--- src/hw/rtl/mcm_pkg.sv ---
// Shared types and constants of the motor command mapper.
package mcm_pkg;

  localparam int DATA_W    = 16;
  localparam int REG_IDX_W = 3;

  typedef logic [DATA_W-1:0] word_t;

  // motor_mode codes
  localparam logic [1:0] MODE_SINGLE = 2'd0;
  localparam logic [1:0] MODE_DUAL   = 2'd1;
  localparam logic [1:0] MODE_BRIDGE = 2'd2;
  localparam logic [1:0] MODE_SERVO  = 2'd3;

  // action codes of a request
  localparam logic [1:0] ACT_SET   = 2'd0;
  localparam logic [1:0] ACT_START = 2'd1;
  localparam logic [1:0] ACT_STOP  = 2'd2;

  // direction codes
  localparam logic [1:0] DIR_STOP = 2'd0;
  localparam logic [1:0] DIR_FWD  = 2'd1;
  localparam logic [1:0] DIR_REV  = 2'd2;

  // configuration register indexes
  localparam logic [REG_IDX_W-1:0] REG_MODE       = 3'd0;
  localparam logic [REG_IDX_W-1:0] REG_DUTY_FLOOR = 3'd1;
  localparam logic [REG_IDX_W-1:0] REG_DUTY_CEIL  = 3'd2;
  localparam logic [REG_IDX_W-1:0] REG_ANGLE_MIN  = 3'd3;
  localparam logic [REG_IDX_W-1:0] REG_ANGLE_MAX  = 3'd4;
  localparam logic [REG_IDX_W-1:0] REG_PULSE_MIN  = 3'd5;
  localparam logic [REG_IDX_W-1:0] REG_PULSE_MAX  = 3'd6;
  localparam logic [REG_IDX_W-1:0] REG_OPTIONS    = 3'd7;

  // bridge_options bits and bridge pin bits
  localparam int OPT_SWAP  = 0;
  localparam int OPT_BRAKE = 1;
  localparam int OPT_STBY  = 2;
  localparam int PIN_IN1   = 0;
  localparam int PIN_IN2   = 1;
  localparam int PIN_STBY  = 2;

  // defaults and fallbacks
  localparam word_t DUTY_FULL     = 16'hFFFF;
  localparam word_t DEF_PULSE_MIN = 16'd5000;
  localparam word_t DEF_PULSE_MAX = 16'd25000;
  localparam logic signed [DATA_W-1:0] DEF_ANGLE_MIN = 16'sd0;
  localparam logic signed [DATA_W-1:0] DEF_ANGLE_MAX = 16'sd18000;

endpackage

--- src/hw/rtl/mcm_mul.sv ---
// Bit-serial shift-add multiplier, one multiplier bit per cycle, LSB first.
module mcm_mul #(
  parameter int B_W = 16
) (
  input  logic                            clk,
  input  logic                            rst,
  input  logic                            start,
  input  logic [mcm_pkg::DATA_W-1:0]      a,
  input  logic [B_W-1:0]                  b,
  output logic                            done,
  output logic [mcm_pkg::DATA_W+B_W-1:0]  product
);
  import mcm_pkg::*;

  localparam int P_W   = DATA_W + B_W;
  localparam int CNT_W = $clog2(B_W + 1);

  logic [P_W-1:0]    acc;
  logic [DATA_W-1:0] a_q;
  logic [CNT_W-1:0]  count;
  logic              busy;
  logic [DATA_W:0]   sum;

  // upper half gets the multiplicand when the bit shifting out is set
  assign sum = {1'b0, acc[P_W-1:B_W]} + (acc[0] ? {1'b0, a_q} : '0);
  assign product = acc;

  always_ff @(posedge clk) begin
    if (rst) begin
      busy  <= 1'b0;
      done  <= 1'b0;
      count <= '0;
    end else begin
      done <= 1'b0;
      if (start) begin
        acc   <= {{DATA_W{1'b0}}, b};
        a_q   <= a;
        count <= CNT_W'(B_W);
        busy  <= 1'b1;
      end else if (busy) begin
        acc   <= {sum, acc[B_W-1:1]};
        count <= count - 1'b1;
        if (count == CNT_W'(1)) begin
          busy <= 1'b0;
          done <= 1'b1;
        end
      end
    end
  end

endmodule

--- src/hw/rtl/mcm_div.sv ---
// Restoring divider, one quotient bit per cycle; quotient known to fit DATA_W bits.
module mcm_div #(
  parameter int N_W = 34,
  parameter int D_W = 17
) (
  input  logic                        clk,
  input  logic                        rst,
  input  logic                        start,
  input  logic [N_W-1:0]              num,
  input  logic [D_W-1:0]              den,
  output logic                        done,
  output logic [mcm_pkg::DATA_W-1:0]  quotient
);
  import mcm_pkg::*;

  localparam int CNT_W = $clog2(DATA_W + 1);

  logic [D_W-1:0]    rem;
  logic [D_W-1:0]    den_q;
  logic [DATA_W-1:0] quo;
  logic [CNT_W-1:0]  count;
  logic              busy;
  logic [D_W:0]      trial;
  logic [D_W+1:0]    diff;
  logic              ge;

  // quo starts as the low dividend bits and fills with quotient bits
  assign trial = {rem, quo[DATA_W-1]};
  assign diff  = {1'b0, trial} - {2'b00, den_q};
  assign ge    = ~diff[D_W+1];
  assign quotient = quo;

  always_ff @(posedge clk) begin
    if (rst) begin
      busy  <= 1'b0;
      done  <= 1'b0;
      count <= '0;
    end else begin
      done <= 1'b0;
      if (start) begin
        // upper dividend part is below den by construction
        rem   <= D_W'(num[N_W-1:DATA_W]);
        quo   <= num[DATA_W-1:0];
        den_q <= den;
        count <= CNT_W'(DATA_W);
        busy  <= 1'b1;
      end else if (busy) begin
        rem   <= ge ? diff[D_W-1:0] : trial[D_W-1:0];
        quo   <= {quo[DATA_W-2:0], ge};
        count <= count - 1'b1;
        if (count == CNT_W'(1)) begin
          busy <= 1'b0;
          done <= 1'b1;
        end
      end
    end
  end

endmodule

--- src/hw/rtl/motor_command_mapper.sv ---
// Motor and servo command mapper: config registers, sequencer, drive state, result register.
//
//  channel   handshake            payload
//  config    cfg_we               cfg_index, cfg_data
//  command   cmd_valid/cmd_stall  action, command
//  result    res_valid/res_stall  main_duty .. applied_command
//
// Start, stop and unused action codes go from idle straight to the write step. A set-output
// request runs the serial multiplier over an MB_W-bit operand (MB_W = max(COMMAND_WIDTH-1, 16))
// and then the serial divider for a 16-bit quotient before its write step.
// Reset is synchronous: drive stopped, registers at their defaults.
// One request is worked at a time; a new one is taken while the last result waits.
// A stalled result holds the sequencer in its final step.
module motor_command_mapper #(
  parameter int COMMAND_WIDTH = 16
) (
  input  logic                                clk,
  input  logic                                rst,
  input  logic                                cfg_we,
  input  logic [mcm_pkg::REG_IDX_W-1:0]       cfg_index,
  input  logic [mcm_pkg::DATA_W-1:0]          cfg_data,
  input  logic                                cmd_valid,
  output logic                                cmd_stall,
  input  logic [1:0]                          action,
  input  logic signed [COMMAND_WIDTH-1:0]     command,
  output logic                                res_valid,
  input  logic                                res_stall,
  output logic [mcm_pkg::DATA_W-1:0]          main_duty,
  output logic [mcm_pkg::DATA_W-1:0]          reverse_duty,
  output logic [mcm_pkg::DATA_W-1:0]          pulse_width,
  output logic                                pin_in1,
  output logic                                pin_in2,
  output logic                                pin_standby,
  output logic [1:0]                          direction,
  output logic                                running,
  output logic signed [COMMAND_WIDTH-1:0]     applied_command
);
  import mcm_pkg::*;

  localparam int W   = COMMAND_WIDTH;
  localparam int MB_W = (W - 1 > DATA_W) ? W - 1 : DATA_W;
  localparam int P_W  = DATA_W + MB_W;
  localparam int N_W  = P_W + 2;
  localparam int D_W  = (W - 1 > DATA_W + 1) ? W - 1 : DATA_W + 1;
  localparam int E_W  = (W > DATA_W) ? W : DATA_W;

  localparam logic [W-1:0]   FS      = {1'b0, {(W-1){1'b1}}};
  localparam logic [W-1:0]   NEG_FS  = {1'b1, {(W-2){1'b0}}, 1'b1};
  localparam logic [W-1:0]   MOST_NEG = {1'b1, {(W-1){1'b0}}};
  localparam logic [W-2:0]   HALF_FS = {1'b0, {(W-2){1'b1}}};

  typedef enum logic [2:0] {S_IDLE, S_LOAD, S_MUL, S_ADD, S_DIV, S_WRITE} state_t;

  // configuration
  logic [1:0]               motor_mode;
  word_t                    duty_floor, duty_ceil, pulse_min, pulse_max;
  logic signed [DATA_W-1:0] angle_min, angle_max;
  logic [2:0]               bridge_options;

  // drive state
  logic                     running_flag;
  logic [1:0]               direction_state;
  word_t                    main_duty_reg, reverse_duty_reg, pulse_reg;
  logic [2:0]               bridge_pins;
  logic signed [W-1:0]      last_command;

  state_t                   state;
  logic [1:0]               act_q;
  logic signed [W-1:0]      cmd_q;

  always_ff @(posedge clk) begin
    if (rst) begin
      motor_mode     <= MODE_SINGLE;
      duty_floor     <= '0;
      duty_ceil      <= DUTY_FULL;
      angle_min      <= DEF_ANGLE_MIN;
      angle_max      <= DEF_ANGLE_MAX;
      pulse_min      <= DEF_PULSE_MIN;
      pulse_max      <= DEF_PULSE_MAX;
      bridge_options <= '0;
    end else if (cfg_we) begin
      unique case (cfg_index)
        REG_MODE:       motor_mode     <= cfg_data[1:0];
        REG_DUTY_FLOOR: duty_floor     <= cfg_data;
        REG_DUTY_CEIL:  duty_ceil      <= cfg_data;
        REG_ANGLE_MIN:  angle_min      <= cfg_data;
        REG_ANGLE_MAX:  angle_max      <= cfg_data;
        REG_PULSE_MIN:  pulse_min      <= cfg_data;
        REG_PULSE_MAX:  pulse_max      <= cfg_data;
        REG_OPTIONS:    bridge_options <= cfg_data[2:0];
      endcase
    end
  end

  // effective ranges after fallbacks
  word_t                    dmax_raw, dmin_e, dmax_e, pmin_e, pmax_e;
  logic signed [DATA_W-1:0] amin_e, amax_e;
  logic                     duty_bad, ang_bad, pls_bad;
  word_t                    drange, prange, span;
  logic [DATA_W:0]          span_full;

  assign dmax_raw = (duty_ceil == '0) ? DUTY_FULL : duty_ceil;
  assign duty_bad = duty_floor > dmax_raw;
  assign dmin_e   = duty_bad ? '0 : duty_floor;
  assign dmax_e   = duty_bad ? DUTY_FULL : dmax_raw;
  assign ang_bad  = angle_max <= angle_min;
  assign amin_e   = ang_bad ? DEF_ANGLE_MIN : angle_min;
  assign amax_e   = ang_bad ? DEF_ANGLE_MAX : angle_max;
  assign pls_bad  = pulse_max <= pulse_min;
  assign pmin_e   = pls_bad ? DEF_PULSE_MIN : pulse_min;
  assign pmax_e   = pls_bad ? DEF_PULSE_MAX : pulse_max;
  assign drange   = dmax_e - dmin_e;
  assign prange   = pmax_e - pmin_e;
  assign span_full = (DATA_W+1)'(amax_e) - (DATA_W+1)'(amin_e);
  assign span     = span_full[DATA_W-1:0];

  logic servo, bridge;
  assign servo  = motor_mode == MODE_SERVO;
  assign bridge = motor_mode == MODE_BRIDGE;

  // speed clamp and magnitude
  logic signed [W-1:0] spd;
  logic [W-1:0]        spd_abs;
  logic [W-2:0]        mag;
  logic                spd_pos, spd_neg;

  always_comb begin
    if (motor_mode == MODE_SINGLE && cmd_q[W-1]) begin
      spd = '0;
    end else if (cmd_q == MOST_NEG) begin
      spd = NEG_FS;
    end else begin
      spd = cmd_q;
    end
  end
  assign spd_abs = spd[W-1] ? (~spd + 1'b1) : spd;
  assign mag     = spd_abs[W-2:0];
  assign spd_neg = spd[W-1];
  assign spd_pos = ~spd[W-1] && (spd != '0);

  // angle clamp and offset from the low end
  logic signed [E_W-1:0] cmd_ext, amin_ext, amax_ext, ang;
  logic signed [E_W:0]   ang_diff;

  assign cmd_ext  = E_W'(cmd_q);
  assign amin_ext = E_W'(amin_e);
  assign amax_ext = E_W'(amax_e);
  assign ang = (cmd_ext < amin_ext) ? amin_ext : ((cmd_ext > amax_ext) ? amax_ext : cmd_ext);
  assign ang_diff = (E_W+1)'(ang) - (E_W+1)'(amin_ext);

  // arithmetic units
  logic                mul_start, mul_done, div_start, div_done;
  word_t               mul_a, quotient;
  logic [MB_W-1:0]     mul_b;
  logic [P_W-1:0]      product;
  logic [N_W-1:0]      div_num;
  logic [D_W-1:0]      div_den;

  assign mul_start = state == S_LOAD;
  assign div_start = state == S_ADD;
  assign mul_a = servo ? prange : drange;
  assign mul_b = servo ? MB_W'(ang_diff[DATA_W-1:0]) : MB_W'(mag);
  // rounding term: half the divisor
  assign div_num = servo ? (N_W'({product, 1'b0}) + N_W'(span))
                         : (N_W'(product) + N_W'(HALF_FS));
  assign div_den = servo ? D_W'({span, 1'b0}) : D_W'(FS);

  mcm_mul #(.B_W(MB_W)) u_mul (
    .clk     (clk),
    .rst     (rst),
    .start   (mul_start),
    .a       (mul_a),
    .b       (mul_b),
    .done    (mul_done),
    .product (product)
  );

  mcm_div #(.N_W(N_W), .D_W(D_W)) u_div (
    .clk      (clk),
    .rst      (rst),
    .start    (div_start),
    .num      (div_num),
    .den      (div_den),
    .done     (div_done),
    .quotient (quotient)
  );

  // state after the request
  word_t               duty, main_n, rev_n, pulse_n;
  logic [2:0]          pins_n, fwd_pins, rev_pins, stop_pins;
  logic [1:0]          dir_n;
  logic                run_n, swap, brake;
  logic signed [W-1:0] last_n;

  assign swap  = bridge_options[OPT_SWAP];
  assign brake = bridge_options[OPT_BRAKE];
  assign duty  = (mag == '0) ? '0 : dmin_e + quotient;
  assign fwd_pins  = {1'b1, swap, ~swap};
  assign rev_pins  = {1'b1, ~swap, swap};
  assign stop_pins = {bridge_pins[PIN_STBY], brake, brake};

  always_comb begin
    main_n  = main_duty_reg;
    rev_n   = reverse_duty_reg;
    pulse_n = pulse_reg;
    pins_n  = bridge_pins;
    dir_n   = direction_state;
    run_n   = running_flag;
    last_n  = last_command;
    unique case (act_q)
      ACT_SET: begin
        if (servo) begin
          pulse_n = pmin_e + quotient;
          dir_n   = DIR_STOP;
          last_n  = W'(ang);
        end else begin
          last_n = spd;
          if (spd_pos) begin
            if (bridge) pins_n = fwd_pins;
            main_n = duty;
            rev_n  = '0;
            dir_n  = DIR_FWD;
          end else if (spd_neg) begin
            if (bridge) begin
              pins_n = rev_pins;
              main_n = duty;
              rev_n  = '0;
            end else begin
              main_n = '0;
              rev_n  = duty;
            end
            dir_n = DIR_REV;
          end else begin
            main_n = '0;
            rev_n  = '0;
            if (bridge) pins_n = stop_pins;
            dir_n = DIR_STOP;
          end
        end
      end
      ACT_START: begin
        run_n            = 1'b1;
        pins_n[PIN_STBY] = 1'b1;
      end
      ACT_STOP: begin
        main_n  = '0;
        rev_n   = '0;
        pulse_n = '0;
        pins_n  = brake ? stop_pins : 3'b000;
        run_n   = 1'b0;
        dir_n   = DIR_STOP;
        last_n  = '0;
      end
      default: begin
      end
    endcase
  end

  logic res_free;
  assign res_free  = ~res_valid | ~res_stall;
  assign cmd_stall = state != S_IDLE;

  always_ff @(posedge clk) begin
    if (rst) begin
      state            <= S_IDLE;
      res_valid        <= 1'b0;
      running_flag     <= 1'b0;
      direction_state  <= DIR_STOP;
      main_duty_reg    <= '0;
      reverse_duty_reg <= '0;
      pulse_reg        <= '0;
      bridge_pins      <= '0;
      last_command     <= '0;
    end else begin
      // the final step sets res_valid itself
      if (res_valid && !res_stall && state != S_WRITE) res_valid <= 1'b0;
      unique case (state)
        S_IDLE: begin
          if (cmd_valid) begin
            act_q <= action;
            cmd_q <= command;
            state <= (action == ACT_SET) ? S_LOAD : S_WRITE;
          end
        end
        S_LOAD: state <= S_MUL;
        S_MUL: begin
          if (mul_done) state <= S_ADD;
        end
        S_ADD: state <= S_DIV;
        S_DIV: begin
          if (div_done) state <= S_WRITE;
        end
        S_WRITE: begin
          if (res_free) begin
            main_duty_reg    <= main_n;
            reverse_duty_reg <= rev_n;
            pulse_reg        <= pulse_n;
            bridge_pins      <= pins_n;
            direction_state  <= dir_n;
            running_flag     <= run_n;
            last_command     <= last_n;
            res_valid        <= 1'b1;
            main_duty        <= servo ? '0 : main_n;
            reverse_duty     <= (motor_mode == MODE_DUAL) ? rev_n : '0;
            pulse_width      <= servo ? pulse_n : '0;
            pin_in1          <= bridge & pins_n[PIN_IN1];
            pin_in2          <= bridge & pins_n[PIN_IN2];
            pin_standby      <= bridge & bridge_options[OPT_STBY] & pins_n[PIN_STBY];
            direction        <= dir_n;
            running          <= run_n;
            applied_command  <= last_n;
            state            <= S_IDLE;
          end
        end
        default: state <= S_IDLE;
      endcase
    end
  end

endmodule

--- config.mk ---
export PLATFORM = sky130hd
export DESIGN_NAME = motor_command_mapper
export DESIGN_NICKNAME = d
export VERILOG_FILES = /design/src/hw/rtl/mcm_pkg.sv /design/src/hw/rtl/mcm_mul.sv /design/src/hw/rtl/mcm_div.sv /design/src/hw/rtl/motor_command_mapper.sv
export SDC_FILE = /design/constraint.sdc
export NUM_CORES = 1
export LEC_CHECK = 0
export BUFFER_PORTS_ARGS = -buffer_cell sky130_fd_sc_hd__buf_2
export CORE_MARGIN = 5
export CORE_UTILIZATION = 38
export CTS_CLUSTER_SIZE = 16
export DETAILED_ROUTE_END_ITERATION = 12
export REMOVE_ABC_BUFFERS = 1
export SYNTH_ARGS = -nofsm -noshare
export SYNTH_HDL_FRONTEND = slang
export SYNTH_SLANG_ARGS = --single-unit
--- constraint.sdc ---
create_clock -name clk -period 6.78 [get_ports clk]
set_input_delay 1.017 -clock clk [delete_from_list [all_inputs] [get_ports clk]]
set_output_delay 1.017 -clock clk [all_outputs]
set_load 0.05 [all_outputs]
==> summary.txt <==
Routing
  – Routed WL per cell: 20.4 um
  – Total Wirelength: approximately 80,000 um
  – Antenna-violating nets left: 0
  – Iter 0 DRT Violations: 2,155
  – Initial DRT Pass Iterations: 7
  – Drc violations: 0
  – Vias: ~22k
  – Via density: approximately 5.6

Floorplan
  – Top Ports: 114
  – Floorplan core area: 0.0669 mm2
  – Rows: 95
  – Die ar.: 0.0726 mm2
  – Die Ht: 269 um
  – Die W: 269 um
  – Starting Density: 0.382

Clock tree
  – Clock Latency Late Sink: 0.61 ns
  – Clk sinks: approximately 380
  – CTS tree: built
  – H-tree Lvls: 2
  – Root buf cell: clkbuf_16
  – Clock slew at reported path FFs: 0.07 ns
  – Num CTS Buffers: 43
  – Clock buffer depth: 3
  – CTS hold repair buffers: 0

Placed design
  – Dpl cells: 3,906
  – Pre-CTS setup slack: 0.210 ns
  – DP Area: 0.0273 mm2
  – Post-DP HPWL: slightly above 60,000 um
  – RePlAce Congestion: 0.982
  – Port buffer count: about 110

Synth
  – Mapped Area: 0.0256 mm2
  – Syn Inst Count: 2,994
  – #FFs+latches synth: 375
  – Top-area cell type share of the netlist area: 0.218
  – Synth cell count leaders: nand2_1 (366), nor2_1 (314), a21oi_1 (234)
  – Post-synth EDFFs: 186
  – Yosys Warn Count: 0
  – Cell taking the most area after synthesis: edfxtp_1
  – Asr flop ratio synth: 0
  – Top post-synthesis cells by area: edfxtp_1 (22%), dfxtp_1 (15%), ha_1 (11%)
  – Mean Syn Cell Area: 8.54 um2
  – Yosys cell types: 92
  – Top-count cell post-synth: nand2_1
  – Sequential share of the synthesized area: 0.366
  – Most used DFF post-synth: dfxtp_1

Finish
  – Final design utilization: 0.431
  – Layout cell share with drive strength beyond 1: 0.107
  – Fin cells: 3,991
  – Final Cell Area: 0.0288 mm2
  – Area grow syn2layout: 12.8%
  – Fillcell total: about 6.6k
  – # nets final: 3,361
  – Ant. Diodes: 0

Setup path
  – CP Capture Type: flop
  – Peak per-stage delay on the critical path: 0.40 ns
  – Worst-path fanout max: 9
  – CP most frequent cell: ha_1
  – Slowest-stage cell, CP: or3_1
  – Req. time, crit path: 7.14 ns
  – CP Class: flop to flop
  – Startpoint types: flop
  – Crit path DAT: 6.84 ns

Pwr
  – Pwr dens: 274 mW/mm2
  – Maximum VDD drop: 177 uV
  – Static Leak: ~11 nW
  – Total power: 7.89 mW

STA
  – Worst clock skew: ~0.042 ns
  – Fmax: 0.154 GHz
  – Max transition margin: 0.239
  – Fin. max-slew vios: 0
  – Hold Slack: 0.456 ns
  – Fin Setup TNS: 0 ns
  – Setup Viol. Count Final: 0
  – Worst-Margin Slew: 1.14 ns
  – Final WS setup: around 0.30 ns
  – Final Cycle Share: 0.956
  – Fin crit period: 6.48 ns
  – Final Hold Vio Count: 0

Global route
  – First-pass GRT wire length: ~120,000 um
  – All-Layer GR Usage: 0.216
  – Vias in the first global route: 20.7k
  – Largest net degree at the start of global routing: 91
  – GRT overflow: 0
  – Initial antenna violation count: 0

Worst hold path
  – Hold crit path type: flop to flop

Job
  – Max-cap violations: 0

Outcome
  – Outcome: complete, no violations
## what timing repair did
item | CTS | global route
endpoints found under the setup margin | 0 | 20
buffers inserted | 0 | 5
gates resized for setup | 0 | 20
## area by class of cell
class                      instances  area (um2)  share of cell area
multi-input combinational       2317       15200               0.526
sequential                       375        9370               0.325
clock buffer                      56        1180              0.0408
timing repair buffer             188        1170              0.0406
tap                              873        1090              0.0379
inverter                         158         594              0.0206
clock inverter                    24         269             0.00932
## where the power goes
group	total (mW)	internal, mW	leakage, nW	switching, mW
clock	2.41	1.40	0.712	1.02
combinational	2.49	0.952	7.55	1.53
sequential	2.99	2.69	3.21	0.307
total	7.89	5.03	11.5	2.86
## worst paths after layout
| check | from | to | slack [ns] | cells past startpoint |
|---|---|---|---|---|
| worst min register to register | duty_floor[0] | duty_floor[0] | 0.46 | 2 |
| worst max-delay path | angle_min[15] | u_div.rem[13] | 0.30 | 29 |
| worst min-delay path | duty_floor[0] | duty_floor[0] | 0.46 | 2 |
| worst max register to register | angle_min[15] | u_div.rem[13] | 0.30 | 29 |
## placed cells by master, fill, tap and decap left out, types with 72 or more instances in the layout
master,instances
nand2_1,366
nor2_1,306
a21oi_1,232
ha_1,227
dfxtp_1,189
edfxtp_1,186
inv_1,156
o21ai_0,140
buf_2,112
xnor2_1,88
a22oi_1,77
nand3_1,75
buf_4,72
## critical path, delay by kind of cell (launching register included)
family	cells	cell delay, ns
AO/OA/AOI/OAI	10	2.15
XOR/XNOR	1	0.17
adder cells (fa/ha/maj)	3	0.86
buffers and inverters	4	0.54
flip-flops	1	0.32
AND/OR/NAND/NOR	11	2.18
## per-layer routing
| layer | global-route usage | vias to the layer above | share of wire |
|---|---|---|---|
| met1 | 0.311 | 10500 | 0.47 |
| li1 | - | 11000 | - |
| met3 | 0.0351 | 108 | 0.066 |
| met4 | 0.0584 | 0 | 0.028 |
| met5 | 0 | - | 0 |
| met2 | 0.337 | 663 | 0.44 |
## cell families (layout without fill, tap and decap cells)
kind of cell | Yosys count | count (layout) | share of synthesized area
and+or+nand+nor | 1126 | 1126 | 0.207
AOI/OAI and AO/OA | 776 | 776 | 0.199
DFF | 375 | 375 | 0.366
buffers and inverters | 302 | 426 | 0.0460
adders and majority gates | 236 | 236 | 0.118
xor gates and xnor gates | 145 | 145 | 0.0497
muxes | 34 | 34 | 0.0134
(Power assumes the default switching activity.)
